===== src/design/ospt_pkg.sv =====
package ospt_pkg;

  localparam int MAX_CANDIDATES = 8192;
  localparam int IDX_W          = $clog2(MAX_CANDIDATES);
  localparam int CNT_W          = IDX_W + 1;
  localparam int VAL_W          = IDX_W + 1;
  localparam int SUM_W          = CNT_W + 2;
  localparam int KIND_W         = 2;
  localparam int TEST_W         = 32;

  localparam logic [CNT_W-1:0] MIN_CANDIDATES = CNT_W'(4);
  localparam logic [CNT_W-1:0] MAX_CNT        = CNT_W'(MAX_CANDIDATES);
  localparam logic [VAL_W-1:0] FIRST_PRIME    = VAL_W'(2);

  typedef enum logic [KIND_W-1:0] {
    KIND_BUILD = 2'd0,
    KIND_READ  = 2'd1,
    KIND_TEST  = 2'd2,
    KIND_NONE  = 2'd3
  } kind_t;

  // controller to datapath
  typedef struct packed {
    logic load;
    logic clr;
    logic flag_rd;
    logic take;
    logic next_i;
    logic mark;
    logic finish;
    logic out_load;
  } cmd_t;

  // datapath to controller
  typedef struct packed {
    logic flag_set;
    logic i_zero;
    logic i_last;
    logic j_first_in;
    logic j_next_in;
  } status_t;

endpackage


===== src/design/ospt_ctrl.sv =====
module ospt_ctrl (
  input  logic              clk,
  input  logic              rst_n,
  input  logic              in_valid,
  input  ospt_pkg::kind_t   in_kind,
  output logic              in_stall,
  output logic              out_valid,
  input  logic              out_stall,
  output ospt_pkg::cmd_t    cmd,
  input  ospt_pkg::status_t sts
);
  import ospt_pkg::*;

  typedef enum logic [2:0] {
    ST_IDLE,
    ST_CLEAR,
    ST_SREAD,
    ST_SCHECK,
    ST_MARK,
    ST_FINISH,
    ST_RESULT
  } state_t;

  state_t state_r, state_nxt;
  logic   out_valid_r, out_valid_nxt;

  always_comb begin
    cmd           = '0;
    state_nxt     = state_r;
    out_valid_nxt = out_valid_r && out_stall;
    unique case (state_r)
      ST_IDLE: begin
        if (in_valid) begin
          cmd.load  = 1'b1;
          state_nxt = (in_kind == KIND_BUILD) ? ST_CLEAR : ST_RESULT;
        end
      end
      ST_CLEAR: begin
        cmd.clr = 1'b1;
        if (sts.i_last) state_nxt = ST_SREAD;
      end
      ST_SREAD: begin
        cmd.flag_rd = 1'b1;
        state_nxt   = ST_SCHECK;
      end
      ST_SCHECK: begin
        cmd.take = 1'b1;
        if (!sts.flag_set && !sts.i_zero && sts.j_first_in) begin
          state_nxt = ST_MARK;
        end else if (sts.i_last) begin
          state_nxt = ST_FINISH;
        end else begin
          cmd.next_i = 1'b1;
          state_nxt  = ST_SREAD;
        end
      end
      ST_MARK: begin
        cmd.mark = 1'b1;
        if (!sts.j_next_in) begin
          if (sts.i_last) begin
            state_nxt = ST_FINISH;
          end else begin
            cmd.next_i = 1'b1;
            state_nxt  = ST_SREAD;
          end
        end
      end
      ST_FINISH: begin
        cmd.finish = 1'b1;
        state_nxt  = ST_RESULT;
      end
      ST_RESULT: begin
        if (!out_valid_r || !out_stall) begin
          cmd.out_load  = 1'b1;
          out_valid_nxt = 1'b1;
          state_nxt     = ST_IDLE;
        end
      end
      default: state_nxt = ST_IDLE;
    endcase
  end

  always_ff @(posedge clk) begin
    if (!rst_n) begin
      state_r     <= ST_IDLE;
      out_valid_r <= 1'b0;
    end else begin
      state_r     <= state_nxt;
      out_valid_r <= out_valid_nxt;
    end
  end

  assign in_stall  = (state_r != ST_IDLE);
  assign out_valid = out_valid_r;

endmodule


===== config.mk =====
export PLATFORM = sky130hd
export DESIGN_NAME = ospt_ctrl
export DESIGN_NICKNAME = d
export VERILOG_FILES = /design/src/design/ospt_pkg.sv /design/src/design/ospt_ctrl.sv
export SDC_FILE = /design/constraint.sdc
export NUM_CORES = 1
export LEC_CHECK = 0
export BUFFER_PORTS_ARGS = -buffer_cell sky130_fd_sc_hd__buf_2
export CAP_MARGIN = 20
export CORE_MARGIN = 2
export CORE_UTILIZATION = 30
export DETAILED_ROUTE_END_ITERATION = 10
export PLACE_DENSITY = 0.54
export SYNTH_ARGS = -nofsm -noshare
export SYNTH_HDL_FRONTEND = slang
export SYNTH_SLANG_ARGS = --single-unit

===== constraint.sdc =====
create_clock -name clk -period 1.3 [get_ports clk]
set_input_delay 0.065 -clock clk [delete_from_list [all_inputs] [get_ports clk]]
set_output_delay 0.065 -clock clk [all_outputs]
set_load 0.02 [all_outputs]

# Yosys cells after proc, flatten, opt, wreduce, memory -nomap -nowiden

Cells that the tools add are included.

Equality and inequality tests: 10
Multiplexer cells: 23
Reductions and logical operators: 12

Operators by type and width:

| operator             | number |
|---|---|
| $mux W3              | 7 |
| $pmux W3 S7          | 1 |
| $mux W1              | 14 |
| $eq A3 B3 Y1 const B | 3 |
| $ne A2 B2 Y1 const B | 4 |
| $eq A3 B2 Y1 const B | 2 |
| $logic_not A1 Y1     | 4 |
| $reduce_and A4 Y1    | 1 |
| $eq A3 B1 Y1 const B | 1 |
| $logic_and A1 B1 Y1  | 3 |
| $logic_not A3 Y1     | 1 |
| $reduce_bool A3 Y1   | 1 |
| $logic_not A2 Y1     | 1 |
| $pmux W1 S2          | 1 |
| $logic_or A1 B1 Y1   | 1 |

Flip-flop bits (word level): 4
Input port bits: 11
Output and inout bits: 10
Word-level logic and storage cells: 47

# Logic depth before layout (Yosys ltp)

Depth after elaboration: 5
Gate-level depth with buffers: 5
Mapped depth without buffers: 4

# Worst setup path before layout

Ideal clock, no wire load.

Path type: register to output
Start point: register state_r[0]
End point: output port cmd[3] in the netlist's numbering
Data arrival time: 1.262 ns
Data required time: 1.235 ns
Slack: -0.027 ns
Cell stages (with the launch flop): 5
Path buffers: 1
Cells stage by stage: dfxtp_1 -> buf_6 -> nand2b_1 -> or3_1 -> a21oi_1

RTL lines:

| item                   | line            | text |
|---|---|---|
| start, declared        | ospt_ctrl.sv:24 | `state_t state_r, state_nxt;` |
| start signal, assigned | ospt_ctrl.sv:88 | `state_r <= state_nxt;` |
| end, declared          | ospt_ctrl.sv:9  | `output ospt_pkg::cmd_t cmd,` |

==> flow_metrics.env <==
export IMPL_outcome="finished with violations"
export IMPL_violations="setup timing"
export IMPL_cts_hold_buf=0
export IMPL_routabilityCongestion=0.846
export IMPL_grt_setup_unrepaired="yes"
export IMPL_final_layout_size_suffix_gt1_share_pct=68.7
export IMPL_syn_area_um2=402
export IMPL_synth_top_family_by_area="simple AND/OR/NAND/NOR gates"
export IMPL_hold_viol=0
export IMPL_hp_class="in -> reg"
export IMPL_antenna_left=0
export IMPL_filler_cell_count=117
export IMPL_crit_required_ps=1240
export IMPL_crit_type="reg -> out"
export IMPL_cts_root_buf="clkbuf_4"
export IMPL_initial_core_util_pct=31.7
export IMPL_post_synth_num_cell_types=28
export IMPL_synth_seq_cells=4
export IMPL_avgViaCountPerCell=5.26
export IMPL_grt_total_usage_pct=17.6
export IMPL_leakage_nw=0.348
export IMPL_tritoncts="done"
export IMPL_ys_seq_area_share_pct=19.9
export IMPL_drt_initial_drc_count=8
export IMPL_synth_adder_area_share_pct=0
export IMPL_first_pass_iters=4
export IMPL_syn_avg_cell_area_um2=8.03
export IMPL_cts_buffers=3
export IMPL_synth_xor_area_share_pct=0
export IMPL_remaining_drc_errors=0
export IMPL_ioPinCount=21
export IMPL_worstMarginPinSlew_ps=325
export IMPL_peakVddDrop_v=0.000828
export IMPL_wl_per_cell_um=13.2
export IMPL_insertion_delay_ps=260
export IMPL_synth_compound_area_share_pct=32.4
export IMPL_dpl_hpwl_um=891
export IMPL_die_area_mm2=0.00165
export IMPL_cap_violations=0
export IMPL_max_slew_margin_rel_pct=78.3
export IMPL_nets=96
export IMPL_coreArea_mm2=0.00127
export IMPL_syn_nets=61
export IMPL_worstSetupStartpointType="flop"
export IMPL_synth_area_top_cells="dfxtp_1 (20%), buf_6 (8.4%), a21oi_1 (6.2%)"
export IMPL_cp_max_fo=3
export IMPL_setup_viol=5
export IMPL_rows=13
export IMPL_clkTransAtPathRegs_ps=50
export IMPL_grt_pass1_vias=415
export IMPL_fp_dieH_um=40.6
export IMPL_finClkSkew_ps=14.1
export IMPL_maxSlewViolCount=0
export IMPL_grt_max_degree=8
export IMPL_die_width_um=40.6
export IMPL_finalWirelength_um=1290
export IMPL_synth_cells=50
export IMPL_arrival_ps=1350
export IMPL_fin_crit_sh_pct=109
export IMPL_io_buffers=20
export IMPL_place_ws_ps=-16.7
export IMPL_synthToLayoutAreaGrowth_pct=77.9
export IMPL_cts_num_sinks=4
export IMPL_synth_simple_area_share_pct=35.5
export IMPL_cellPowerDensity_mw_per_mm2=2260
export IMPL_cts_buffer_depth=2
export IMPL_overflow=0
export IMPL_synth_top_area_share_pct=19.9
export IMPL_synthMuxAreaShare_pct=0
export IMPL_ctsHtreeMaxLevel=1
export IMPL_fin_crit_ps=1410
export IMPL_antenna_found_initial=0
export IMPL_yosys_area_top_type="dfxtp_1"
export IMPL_critPathCaptureType="output pin"
export IMPL_diodes=0
export IMPL_postLayoutCellArea_um2=714
export IMPL_fmax_mhz=707
export IMPL_grt_pass1_wl_um=1870
export IMPL_vias=515
export IMPL_yosysWarnings=0
export IMPL_placed_area_um2=562
export IMPL_setup_ws_ps=-115
==> per-layer routing <==
| layer | vias to the layer above | wire (µm) | track usage (%) |
|---|---|---|---|
| li1 | 255 | - | - |
| met1 | 235 | 587 | 23.3 |
| met3 | 4 | 56 | 3.33 |
| met4 | 0 | 33 | 7.50 |
| met2 | 21 | 615 | 27.4 |
| met5 | - | 0 | 0 |
==> critical path: stages (launching register included) <==
cell and delay [ps]:
dfxtp_4 350, buf_6 110, or3_4 370, a21oi_2 120
buf_4 140
==> worst paths after layout <==
kind	start	endpoint	slack, ps	depth (start not counted)
hold / removal	out_stall	state_r[1]	160	3
hold reg to reg	out_valid	state_r[1]	570	2
setup / recovery	state_r[1]	cmd[3]	-110	4
setup reg to reg	state_r[1]	state_r[0]	-60	5
==> layout by cell type (no fill, tap or decap) <==
cell type / synthesis / routed
nor2_1: 4 / 4
or2_4: 0 / 1
o2111ai_4: 0 / 1
o31ai_2: 0 / 1
nor3_1: 3 / 3
dfxtp_4: 0 / 3
o221a_1: 1 / 1
o221a_2: 1 / 1
nand2_1: 3 / 3
o32ai_2: 1 / 2
o21ai_1: 0 / 1
a21oi_1: 5 / 3
o22ai_2: 0 / 1
buf_6: 3 / 5
a211oi_1: 1 / 1
dfxtp_1: 4 / 1
o21ai_0: 3 / 2
and3b_2: 1 / 1
or2_2: 1 / 1
nor2_4: 1 / 1
nor2b_1: 1 / 1
nand3b_4: 1 / 1
buf_2: 0 / 16
a21oi_2: 0 / 2
a31oi_1: 1 / 1
inv_1: 4 / 4
nand2b_4: 0 / 2
buf_4: 0 / 12
and3_4: 0 / 1
nor3b_1: 1 / 1
clkbuf_4: 0 / 3
or3_4: 0 / 2
==> kinds of logic after synthesis <==
kind of cell | count (synthesis)
buf+inv | 7
compound gates | 17
flops | 4
simple gates | 22
==> state kept, by name, indices dropped and copies added (netlist names) <==
signal	count
out_valid	1
state_r	3
==> report_power, final <==
part / internal, W / leakage [nW] / switching (W) / total (W)
Combinational: 0.000609 / 0.299 / 0.000565 / 0.00117
Clock: 0.000105 / 0.0138 / 0.0000712 / 0.000176
Sequential: 0.000192 / 0.0348 / 0.0000729 / 0.000264
==> synth_stat cells (all sizes together) <==
master,number
a211oi,1
a21oi,5
a31oi,1
and3,1
and3b,1
buf,3
dfxtp,4
inv,4
nand2,3
nand2b,2
nand3b,1
nor2,5
nor2b,1
nor3,3
nor3b,1
o2111ai,1
o21ai,3
o221a,2
o22ai,1
o31ai,1
o32ai,2
or2,2
or3,2
==> through the flow <==
stage	TNS [ps]	instances	total power (W)	hold WS [ps]	util [%]
4_1_cts	-452	97	0.00143	123	50.4
5_1_grt	-528	98	0.00171	180	56.3
3_5_place_dp	-28.4	91	0.00111	401	44.3
6_report	-310	98	0.00161	163	56.3
3_3_place_gp	-0.199	91	0.00111	404	44.3
2_1_floorplan	0	50	0.000847	172	-
==> what timing repair did <==
| item | CTS | global route |
|---|---|---|
| gates resized for setup | 11 | 15 |
| endpoints found under the hold margin | 0 | 0 |
| endpoints found under the setup margin | 7 | 7 |
| pin swaps | 4 | 5 |
| setup buffers | 3 | 1 |
==> final cells by class <==
type                       instances  area, µm²  share of cell area, %
clock buffer                       3       22.5                   3.15
inverter                           4       15.0                   2.10
multi-input combinational         39        340                   47.6
sequential                         4       91.3                   12.8
tap                               15       18.8                   2.63
timing repair buffer              33        226                   31.7
No activity file was read; power rests on OpenSTA's default activity.
